<file path="src/spm_pkg.sv">
// ----------------------------------------------------------------------------
// spm_pkg: shared definitions for the sample playback mixer
// Function codes, play modes, CSR indexes, sizes and derived widths.
// ----------------------------------------------------------------------------
package spm_pkg;

   localparam int MAX_SAMPLES   = 64;
   localparam int AMBIENT_DEPTH = 4096;

   localparam int IDX_W     = (MAX_SAMPLES > 1) ? $clog2(MAX_SAMPLES) : 1;
   localparam int AMB_W     = $clog2(AMBIENT_DEPTH);
   localparam int LEN_W     = 16;
   localparam int PAGE_W    = 16;
   localparam int BYTE_W    = 8;
   localparam int COUNT_W   = 7;
   localparam int ENTRY_W   = LEN_W + PAGE_W;
   localparam int CSR_IDX_W = 2;
   localparam int CSR_DAT_W = 7;

   localparam logic [BYTE_W-1:0] RAMP_TARGET = 8'd128;
   localparam logic [AMB_W-1:0]  AMB_LAST    = AMB_W'(AMBIENT_DEPTH - 1);

   typedef enum logic [1:0] {
      FUNC_TICK  = 2'd0,
      FUNC_START = 2'd1,
      FUNC_LOADED = 2'd2,
      FUNC_WRITE = 2'd3
   } func_type;

   typedef enum logic [1:0] {
      MODE_IDLE    = 2'd0,
      MODE_LOADING = 2'd1,
      MODE_PLAYING = 2'd2
   } mode_type;

   localparam logic [CSR_IDX_W-1:0] CSR_ENABLE       = 2'd0;
   localparam logic [CSR_IDX_W-1:0] CSR_SAMPLE_COUNT = 2'd1;

endpackage

</file>
<file path="src/spm_ram.sv">
// ----------------------------------------------------------------------------
// spm_ram: generic single-write, single-read RAM
// One write port and one read port with a registered, enabled read.
// ----------------------------------------------------------------------------
module spm_ram #(
   parameter int WIDTH = 32,
   parameter int DEPTH = 64
) (
   input  logic                                        clock,
   input  logic                                        wr_en,
   input  logic [((DEPTH > 1) ? $clog2(DEPTH) : 1)-1:0] wr_addr,
   input  logic [WIDTH-1:0]                            wr_data,
   input  logic                                        rd_en,
   input  logic [((DEPTH > 1) ? $clog2(DEPTH) : 1)-1:0] rd_addr,
   output logic [WIDTH-1:0]                            rd_data
);

   logic [WIDTH-1:0] mem_ff [DEPTH];
   logic [WIDTH-1:0] rd_data_ff;

   always_ff @(posedge clock) begin
      if (wr_en) begin
         mem_ff[wr_addr] <= wr_data;
      end
      if (rd_en) begin
         rd_data_ff <= mem_ff[rd_addr];
      end
   end

   assign rd_data = rd_data_ff;

endmodule

</file>
<file path="src/sample_playback_mixer.sv">
// ----------------------------------------------------------------------------
// sample_playback_mixer: PWM sample player with looping ambient mix
// Plays table-described samples over an ambient loop and drives a PWM duty.
// ----------------------------------------------------------------------------
// Usage:
// Items enter on the req_ channel and each gives exactly one result on the
// rsp_ channel. A transfer happens on a clock edge where valid is high and
// stall is low. Function codes: tick, start sample, page load done and
// table entry write. The sample table lives in a 64-entry RAM; a write is
// visible to any start that is transferred after it.
// An input transfer passes the input register and table read, then the state
// update into the result register, before its result can transfer.
// Throughput is one item per cycle while the receiver does not stall.
// When the receiver stalls, the result holds and one more item is taken into
// the input register; after that req_stall rises until the result moves.
// The csr_ port is always ready; the user must write it only while the block
// is idle, which the block does not enforce. Reset (synchronous) returns to
// idle with the duty, ambient position, held sample, length counter, enable
// and sample count cleared. Table contents are undefined until written.
// ----------------------------------------------------------------------------
module sample_playback_mixer (
   input  logic                             clock,
   input  logic                             reset,

   input  logic                             req_valid,
   output logic                             req_stall,
   input  logic [1:0]                       req_func,
   input  logic [5:0]                       req_sample_index,
   input  logic [7:0]                       req_sample_byte,
   input  logic [7:0]                       req_ambient_sample,
   input  logic                             req_load_ok,
   input  logic [15:0]                      req_entry_length,
   input  logic [15:0]                      req_entry_page,

   output logic                             rsp_valid,
   input  logic                             rsp_stall,
   output logic [7:0]                       rsp_duty,
   output logic                             rsp_page_request,
   output logic [15:0]                      rsp_page_number,
   output logic                             rsp_byte_request,
   output logic                             rsp_led_on,
   output logic [11:0]                      rsp_ambient_addr,
   output logic [1:0]                       rsp_play_status,

   input  logic                             csr_valid,
   output logic                             csr_ready,
   input  logic [spm_pkg::CSR_IDX_W-1:0]    csr_index,
   input  logic [spm_pkg::CSR_DAT_W-1:0]    csr_wdata
);

   localparam int IDX_W  = spm_pkg::IDX_W;
   localparam int AMB_W  = spm_pkg::AMB_W;
   localparam int LEN_W  = spm_pkg::LEN_W;
   localparam int PAGE_W = spm_pkg::PAGE_W;
   localparam int BYTE_W = spm_pkg::BYTE_W;

   // Handshake and stage control.
   logic req_accept;
   logic out_free;
   logic s1_fire;

   // Configuration registers.
   logic                           enable_ff;
   logic [spm_pkg::COUNT_W-1:0]    sample_count_ff;

   // Input register.
   logic                           s1_valid_ff;
   spm_pkg::func_type              s1_func_ff;
   logic [5:0]                     s1_index_ff;
   logic [BYTE_W-1:0]              s1_byte_ff;
   logic [BYTE_W-1:0]              s1_amb_ff;
   logic                           s1_ok_ff;

   // Table RAM.
   logic                           tbl_wr_en;
   logic [spm_pkg::ENTRY_W-1:0]    tbl_rd_data;
   logic [LEN_W-1:0]               tbl_length;
   logic [PAGE_W-1:0]              tbl_page;

   // Player state.
   spm_pkg::mode_type              mode_ff, mode_in;
   logic [LEN_W-1:0]               remaining_ff, remaining_in;
   logic [BYTE_W-1:0]              held_ff, held_in;
   logic [AMB_W-1:0]               amb_pos_ff, amb_pos_in;
   logic [BYTE_W-1:0]              duty_ff, duty_in;

   // Per-item decode.
   logic                           tick_on;
   logic                           start_ok;
   logic                           byte_req;
   logic [BYTE_W-1:0]              ramp_held;
   logic [BYTE_W:0]                mix_sum;

   // Result register.
   logic                           rsp_valid_ff;
   logic [BYTE_W-1:0]              rsp_duty_ff;
   logic                           rsp_page_request_ff;
   logic [PAGE_W-1:0]              rsp_page_number_ff;
   logic                           rsp_byte_request_ff;
   logic                           rsp_led_on_ff;
   logic [AMB_W-1:0]               rsp_ambient_addr_ff;
   spm_pkg::mode_type              rsp_play_status_ff;

   assign out_free   = !rsp_valid_ff || !rsp_stall;
   assign s1_fire    = s1_valid_ff && out_free;
   assign req_stall  = s1_valid_ff && !out_free;
   assign req_accept = req_valid && !req_stall;
   assign csr_ready  = 1'b1;

   // ---------------------------------------------------------------- config
   always_ff @(posedge clock) begin
      if (reset) begin
         enable_ff       <= 1'b0;
         sample_count_ff <= '0;
      end else if (csr_valid && csr_ready) begin
         case (csr_index)
            spm_pkg::CSR_ENABLE:       enable_ff       <= csr_wdata[0];
            spm_pkg::CSR_SAMPLE_COUNT: sample_count_ff <= csr_wdata[spm_pkg::COUNT_W-1:0];
            default: ;
         endcase
      end
   end

   // ---------------------------------------------------------- sample table
   // Writes go in at the transfer edge; a later start reads at its own
   // transfer edge, so it always sees earlier writes.
   assign tbl_wr_en = req_accept && (req_func == spm_pkg::FUNC_WRITE) &&
                      (32'(req_sample_index) < spm_pkg::MAX_SAMPLES);

   spm_ram #(
      .WIDTH (spm_pkg::ENTRY_W),
      .DEPTH (spm_pkg::MAX_SAMPLES)
   ) u_table (
      .clock   (clock),
      .wr_en   (tbl_wr_en),
      .wr_addr (IDX_W'(req_sample_index)),
      .wr_data ({req_entry_length, req_entry_page}),
      .rd_en   (req_accept),
      .rd_addr (IDX_W'(req_sample_index)),
      .rd_data (tbl_rd_data)
   );

   assign tbl_length = tbl_rd_data[spm_pkg::ENTRY_W-1:PAGE_W];
   assign tbl_page   = tbl_rd_data[PAGE_W-1:0];

   // -------------------------------------------------------- input register
   always_ff @(posedge clock) begin
      if (reset) begin
         s1_valid_ff <= 1'b0;
      end else if (req_accept) begin
         s1_valid_ff <= 1'b1;
      end else if (s1_fire) begin
         s1_valid_ff <= 1'b0;
      end
   end

   always_ff @(posedge clock) begin
      if (req_accept) begin
         s1_func_ff  <= spm_pkg::func_type'(req_func);
         s1_index_ff <= req_sample_index;
         s1_byte_ff  <= req_sample_byte;
         s1_amb_ff   <= req_ambient_sample;
         s1_ok_ff    <= req_load_ok;
      end
   end

   // ------------------------------------------------------------ decode
   assign tick_on  = (s1_func_ff == spm_pkg::FUNC_TICK) && enable_ff;
   assign start_ok = (s1_func_ff == spm_pkg::FUNC_START) &&
                     (mode_ff == spm_pkg::MODE_IDLE) &&
                     ({1'b0, s1_index_ff} < sample_count_ff) &&
                     (32'(s1_index_ff) < spm_pkg::MAX_SAMPLES);
   assign byte_req = tick_on && (mode_ff == spm_pkg::MODE_PLAYING) &&
                     (remaining_ff != '0);

   always_comb begin
      ramp_held = held_ff;
      if (held_ff < spm_pkg::RAMP_TARGET) begin
         ramp_held = held_ff + 8'd1;
      end else if (held_ff > spm_pkg::RAMP_TARGET) begin
         ramp_held = held_ff - 8'd1;
      end
   end

   // ------------------------------------------------------------ next mode
   always_comb begin
      mode_in = mode_ff;
      case (s1_func_ff)
         spm_pkg::FUNC_TICK: begin
            if (tick_on && (mode_ff == spm_pkg::MODE_PLAYING) &&
                (remaining_ff == '0) && (held_ff == spm_pkg::RAMP_TARGET)) begin
               mode_in = spm_pkg::MODE_IDLE;
            end
         end
         spm_pkg::FUNC_START: begin
            if (start_ok) begin
               mode_in = spm_pkg::MODE_LOADING;
            end
         end
         spm_pkg::FUNC_LOADED: begin
            if (mode_ff == spm_pkg::MODE_LOADING) begin
               mode_in = s1_ok_ff ? spm_pkg::MODE_PLAYING : spm_pkg::MODE_IDLE;
            end
         end
         default: ;
      endcase
   end

   // ------------------------------------------------------------ datapath
   always_comb begin
      remaining_in = remaining_ff;
      held_in      = held_ff;
      amb_pos_in   = amb_pos_ff;
      duty_in      = duty_ff;
      mix_sum      = '0;
      if (start_ok) begin
         remaining_in = tbl_length;
      end
      if (tick_on) begin
         amb_pos_in = (amb_pos_ff == spm_pkg::AMB_LAST) ? '0 : amb_pos_ff + 1'b1;
         if (mode_ff != spm_pkg::MODE_PLAYING) begin
            duty_in = s1_amb_ff;
         end else if (remaining_ff != '0) begin
            // The duty uses the old held sample; the new byte is held after.
            remaining_in = remaining_ff - 1'b1;
            mix_sum      = {1'b0, held_ff} + {1'b0, s1_amb_ff};
            duty_in      = mix_sum[BYTE_W:1];
            held_in      = s1_byte_ff;
         end else begin
            held_in = ramp_held;
            mix_sum = {1'b0, ramp_held} + {1'b0, s1_amb_ff};
            duty_in = mix_sum[BYTE_W:1];
         end
      end
   end

   // ------------------------------------------------------------ state
   always_ff @(posedge clock) begin
      if (reset) begin
         mode_ff      <= spm_pkg::MODE_IDLE;
         remaining_ff <= '0;
         held_ff      <= '0;
         amb_pos_ff   <= '0;
         duty_ff      <= '0;
      end else if (s1_fire) begin
         mode_ff      <= mode_in;
         remaining_ff <= remaining_in;
         held_ff      <= held_in;
         amb_pos_ff   <= amb_pos_in;
         duty_ff      <= duty_in;
      end
   end

   // ------------------------------------------------------------ result
   always_ff @(posedge clock) begin
      if (reset) begin
         rsp_valid_ff <= 1'b0;
      end else if (s1_fire) begin
         rsp_valid_ff <= 1'b1;
      end else if (!rsp_stall) begin
         rsp_valid_ff <= 1'b0;
      end
   end

   always_ff @(posedge clock) begin
      if (s1_fire) begin
         rsp_duty_ff         <= duty_in;
         rsp_page_request_ff <= start_ok;
         rsp_page_number_ff  <= start_ok ? tbl_page : '0;
         rsp_byte_request_ff <= byte_req;
         rsp_led_on_ff       <= (mode_in == spm_pkg::MODE_PLAYING);
         rsp_ambient_addr_ff <= amb_pos_in;
         rsp_play_status_ff  <= mode_in;
      end
   end

   assign rsp_valid        = rsp_valid_ff;
   assign rsp_duty         = rsp_duty_ff;
   assign rsp_page_request = rsp_page_request_ff;
   assign rsp_page_number  = rsp_page_number_ff;
   assign rsp_byte_request = rsp_byte_request_ff;
   assign rsp_led_on       = rsp_led_on_ff;
   assign rsp_ambient_addr = 12'(rsp_ambient_addr_ff);
   assign rsp_play_status  = rsp_play_status_ff;

endmodule

</file>
<file path="config.mk">
export PLATFORM = sky130hd
export DESIGN_NAME = sample_playback_mixer
export DESIGN_NICKNAME = d
export VERILOG_FILES = /design/src/spm_pkg.sv /design/src/spm_ram.sv /design/src/sample_playback_mixer.sv
export SDC_FILE = /design/constraint.sdc
export NUM_CORES = 2
export LEC_CHECK = 0
export BUFFER_PORTS_ARGS = -buffer_cell sky130_fd_sc_hd__buf_2
export CAP_MARGIN = 10
export CORE_ASPECT_RATIO = 1.5
export CORE_UTILIZATION = 55
export CTS_BUF_LIST = sky130_fd_sc_hd__clkbuf_8
export CTS_CLUSTER_DIAMETER = 80
export DETAILED_ROUTE_END_ITERATION = 16
export PLACE_DENSITY = 0.71
export SYNTH_ARGS = -nofsm -noshare
export SYNTH_HDL_FRONTEND = slang
export SYNTH_SLANG_ARGS = --single-unit
export TNS_END_PERCENT = 100
</file>
<file path="constraint.sdc">
create_clock -name clock -period 9.7 [get_ports clock]
set_input_delay 1.94 -clock clock [delete_from_list [all_inputs] [get_ports clock]]
set_output_delay 1.94 -clock clock [all_outputs]
set_load 0.1 [all_outputs]
</file>
### Word level (Yosys, flattened, before mapping)

Memory sizes are Yosys's and may differ from the RTL's. A register that Yosys moved wholly into a read port is not among the register bits.
Cells that the tools add are included.
W data, S select, Z words.

| storage, ports and cells | value |
|---|---|
| input port bits | 71 |
| RAM bits | 2,048 |
| memories kept | 1 |
| bits in registers | 122 |
| word-level logic and storage cells | 91 |
| output and inout bits | 44 |

Memory list:

| name | words | width | read ports | clocked after Yosys merged registers in | write ports | line | text |
|---|---|---|---|---|---|---|---|
| u_table.mem_ff | 64 | 32 | 1 | 1 | 1 | spm_ram.sv:18 | `logic [WIDTH-1:0] mem_ff [DEPTH];` |

| operators by class | value |
|---|---|
| $add $sub $neg | 6 |
| muxes and demuxes | 23 |
| eq/ne operators | 11 |
| magnitude comparators | 3 |
| reduce and logical (&&, ||, !) cells | 25 |
| bitwise gates (word level) | 1 |

Operator list:

| cell | count |
|---|---|
| $mux W16 | 4 |
| $mux W8 | 6 |
| $mux W12 | 2 |
| $add A8 B8 Y9 | 2 |
| $logic_not A16 Y1 | 1 |
| $reduce_bool A16 Y1 | 1 |
| $sub A16 B1 Y16 const B | 1 |
| $add A12 B1 Y12 const B | 1 |
| $eq A12 B12 Y1 const B | 1 |
| $logic_and A1 B1 Y1 | 11 |
| $add A8 B1 Y8 const B | 1 |
| $eq A2 B2 Y1 const B | 4 |
| $eq A8 B8 Y1 const B | 1 |
| $gt A8 B8 Y1 const B | 1 |
| $lt A8 B8 Y1 const B | 1 |
| $mux W2 | 4 |
| $sub A8 B1 Y8 const B | 1 |
| $lt A6 B7 Y1 | 1 |
| $eq A2 B1 Y1 const B | 3 |
| $logic_not A2 Y1 | 3 |
| $mux W1 | 6 |
| $pmux W2 S3 | 1 |
| $logic_not A1 Y1 | 4 |
| $reduce_and A2 Y1 | 2 |
| 6 further kinds | 6 |

### Logic depth before layout (Yosys ltp)

| depth | value |
|---|---|
| depth after elaboration | 9 |
| gate-level depth with buffers | 16 |
| mapped depth without buffers | 16 |

### By module

From an unflattened synthesis, not the netlist that was laid out.

| second synthesis, totals | value |
|---|---|
| cells, all modules | 3,939 |
| area total of the unflattened synthesis | 84,863.9 µm² |

Modules (own cells, without submodules):

| module | sequential area each (µm²) | cells each | times used | area an instance (µm²) |
|---|---|---|---|---|
| spm_ram | 62,459.9 | 3,324 | 1 | 78,835.6 |
| sample_playback_mixer | 3,103.0 | 615 | 1 | 6,028.3 |

### Worst setup path after synthesis

OpenSTA, ideal clock, no wires.

| timing | value |
|---|---|
| path type | input to register |
| start point | input port rsp_stall |
| end point | memory u_table.mem_ff[13][0] (enable) |
| library setup time | 0.421 ns |
| arrival time | 7.376 ns |
| data required time | 9.279 ns |
| path buffers | 1 |
| path slack | 1.903 ns |
| cell stages on the path | 6 |
| path through | and3_1 nor2b_1 and3_1 clkbuf_1 nand2_1 nor2_1 |

| on the way | value |
|---|---|
| cells in the longest elaborated chain, start to end | 9 |

Ends and longest elaborated chain:

| item | line | text |
|---|---|---|
| start, declared | sample_playback_mixer.sv:36 | `input logic rsp_stall,` |
| $logic_not A1 Y1 | - |  |
| $logic_or A1 B1 Y1 | sample_playback_mixer.sv:104 | `assign out_free = !rsp_valid_ff \|\| !rsp_stall;` |
| $logic_not A1 Y1 | sample_playback_mixer.sv:106 | `assign req_stall = s1_valid_ff && !out_free;` |
| $logic_and A1 B1 Y1 | sample_playback_mixer.sv:106 |  |
| $logic_not A1 Y1 | sample_playback_mixer.sv:107 | `assign req_accept = req_valid && !req_stall;` |
| $logic_and A1 B1 Y1 | sample_playback_mixer.sv:107 |  |
| named net req_accept | sample_playback_mixer.sv:58 | `logic req_accept;` |
| $logic_and A1 B1 Y1 | sample_playback_mixer.sv:127 | `assign tbl_wr_en = req_accept && (req_func == spm_pkg::FUNC_WRITE) &&` |
| $mux W1 | spm_ram.sv:22 | `if (wr_en) begin` |
| $mux W1 (not written as such) | spm_ram.sv:23 | `mem_ff[wr_addr] <= wr_data;` |
| end, declared | spm_ram.sv:18 |  |

The timed path passes the listed nets, and every way through them passes these cells.

==> impl_results.md <==
- Total grt overflow: 0
- Yosys warns: 0
- Die H: 482 um
- Synth Register Bits: 2202
- Rel. slew slack: 3.95%
- Max Slew Vio Count: 0
- Resized Gates After CTS: 0
- Endpoint class of the critical path: flip-flop
- Post-synth EDFFs: 2146
- DRT iter0 DRCs: 8125
- Total track usage: 34.4%
- Vias: 51385
- Final WL: 267000 um
- CTS tree: built
- Initial core utilization: 55.5%
- Vias in the first global route: 49922
- Clk Latency, worst-skew pair: 1.03 ns
- Cell taking the most area after synthesis: edfxtp_1
- Clock sink count: 2202
- Port Buffers: 113
- Run status: completed
- # setup viols final: 0
- Max Root-Sink Buffers: 4
- Reg2Reg Setup Slack: 5.61 ns
- GP Congestion: 0.945
- Critical Path Start Type: primary input
- First-pass GRT wire length: 371000 um
- Slew @ Worst Pin: 1.44 ns
- FMAX: 180 MHz
- Nets: 5187
- Total placed instance area: 88500 um^2
- Cell Pwr Density: 196 nW/um^2
- Crit-path max FO: 45
- RSZ-0062 raised after global routing: false
- Worst hold path class: flip-flop to flip-flop
- Routed len/inst: 36.4 um
- Die Footprint: 155000 um^2
- CTS buffer count: 317
- Unique masters post-synth: 78
- Die X: 322 um
- Critical Path Sink: u_table.rd_data[7]
- Clock skew: 0.0450 ns
- Worst Hold Margin: 0.463 ns
- Drt via density: 7.00
- Synthesis-to-layout area growth: 11.6%
- Worst EP required: 10.44 ns
- Top post-synthesis cells by area: edfxtp_1, mux4_2, a221oi_1, mux2i_1, a22oi_1
- Final Hold Viols: 0
- Maximum VDD drop: 0.179 mV
- Period minus WS final: 5.55 ns
- Register area share after synthesis: 77.7%
- Fill count: 10722
- Post-synth top flop: edfxtp_1
- Number of remaining DRC errors: 0
- Max Cap Viol: 0
- Syn_area_per_cell: 17.6 um^2
- IO Pins: 115
- Launch point of the worst reg-to-reg path: held_ff[0]
- Setup Crit Path Kind: primary input to flip-flop
- 1st-pass router iterations: 8
- Leak pwr: 0.0303 uW
- Post-CTS Hold Buffers: 0
- Total Power: 18400 uW
- Reg clk slew, reported paths: 0.07 ns
- H-tree depth: 5
- Design area: 94100 um^2
- Setup TNS Final: 0 ns
- Antenna violations before repair: 20
- Register area: 65600 um^2
- Multi-input gate area: 18000 um^2
- Worst reg2reg path depth: 16
- Largest net degree at the start of global routing: 82
- Root Buffer: clkbuf_8
- Row count: 175
- Worst reg2reg endpoint: rsp_duty[5]
- Post-CTS setup buffer count: 0
- Crit share post-route: 57.2%
- Synth async-reset ratio: 0%
- Syn nets: 4878
- Synth top area share: 76.4%
- Post-route ant nets: 0
- Worst Path Arrival: 6.28 ns
- Mapped Area: 84400 um^2
- Setup crit start: req_sample_index[2]
- Share of cells above drive strength 1: 19.7%
- Final Core Density: 61.9%
- Worst Hold Depth: 2
- HPWL after DPL: 154000 um
- Mapped Cells: 4787
- Core region area: 152000 um^2
[flip-flops by register name (all words and copies together), names as in the netlist, 6 cells and up]
name,count
s1_index_ff,6
u_table.rd_data,32
held_ff,8
amb_pos_ff,12
rsp_page_number,16
sample_count_ff,7
remaining_ff,16
u_table.mem_ff,2048
duty_ff,8
s1_amb_ff,8
rsp_ambient_addr,12
rsp_duty,8
s1_byte_ff,8
[through the flow]
step	instances	setup slack, ns
final	7338	4.15
after global routing	7333	4.28
after CTS	7327	4.49
after detailed placement	6809	3.41
after global placement	6793	3.23
after floorplan	4787	1.90
[cells by family after synthesis]
group,Yosys count,share of synthesized area (%)
adders and majority gates,20,0.306
other,1,0.00445
xor gates and xnor gates,26,0.270
and+or+nand+nor,625,3.41
DFF,2202,77.7
muxes,441,7.05
buffers and inverters,340,1.67
AOI/OAI and AO/OA,1132,9.57
[report_power, final]
group | total (uW) | internal [uW] | switching, uW
logic | 1170 | 294 | 873
registers | 10500 | 10500 | 40.7
clock network | 6730 | 3340 | 3390
total | 18400 | 14100 | 4310
[critical path, stage by stage]
cell	delay, ns
buf_8	0.35
buf_4	0.59
nand2b_1	0.79
buf_4	0.48
o22ai_1	0.17
o21ai_0	0.32
o21ai_0	0.27
a221oi_1	1.18
nand2_1	0.09
[cell usage after synthesis (all sizes together) (26+ instances only)]
master     n
a21oi    221
a221oi   261
a22o      35
a22oi    235
and2      26
buf      135
clkbuf   179
dfxtp     56
edfxtp  2146
inv       26
mux2     127
mux2i    204
mux4     110
nand2    145
nand3     26
nor2     286
o21ai    130
o22ai     89
[cells in the final DEF, fill, tap and decap left out, drive strengths merged, types with 16 or more instances in the layout]
cell / synthesis / final
a22o: 35 / 35
edfxtp: 2146 / 2146
dfxtp: 56 / 56
nand4: 25 / 25
a221oi: 261 / 261
nand3: 26 / 26
mux2: 127 / 127
buf: 135 / 304
nor2: 286 / 286
nand2: 145 / 145
clkinv: 0 / 98
ha: 19 / 19
a22oi: 235 / 235
clkbuf: 179 / 326
nor2b: 16 / 16
o21ai: 130 / 130
a211oi: 19 / 19
a31oi: 16 / 16
a21oi: 221 / 221
o22ai: 89 / 89
o221ai: 19 / 19
mux4: 110 / 110
nor3: 25 / 25
mux2i: 204 / 204
or4: 16 / 16
and2: 26 / 26
inv: 26 / 109
[final cells by class]
type | instances | share of cell area [%]
clock buffers | 326 | 4.77
well taps | 2035 | 2.71
inverters | 26 | 0.112
diodes | 8 | 0.0213
flip-flops and latches | 2202 | 69.7
multi-input cells | 2245 | 19.2
repair buffers | 304 | 2.50
clock inverters | 192 | 1.08
[worst min-delay path by stage]
| stage | start | slack, ns | endpoint |
|---|---|---|---|
| after global placement | duty_ff[3] | 0.44 | duty_ff[3] |
| after CTS | duty_ff[1] | 0.46 | duty_ff[1] |
| after floorplan | duty_ff[0] | 0.44 | duty_ff[0] |
| after detailed placement | duty_ff[1] | 0.45 | duty_ff[1] |
| after global routing | duty_ff[3] | 0.48 | duty_ff[3] |
| final | duty_ff[0] | 0.46 | duty_ff[0] |
[layer usage]
metal	vias to the layer above	GRT usage (%)	share of wire, %
li1	20253	-	-
met1	25690	42.7	33
met2	4458	53.3	46
met3	966	9.07	13
met4	18	23.2	7.8
met5	-	0	0.047
Note: power is estimated with default switching activity, not from simulation.
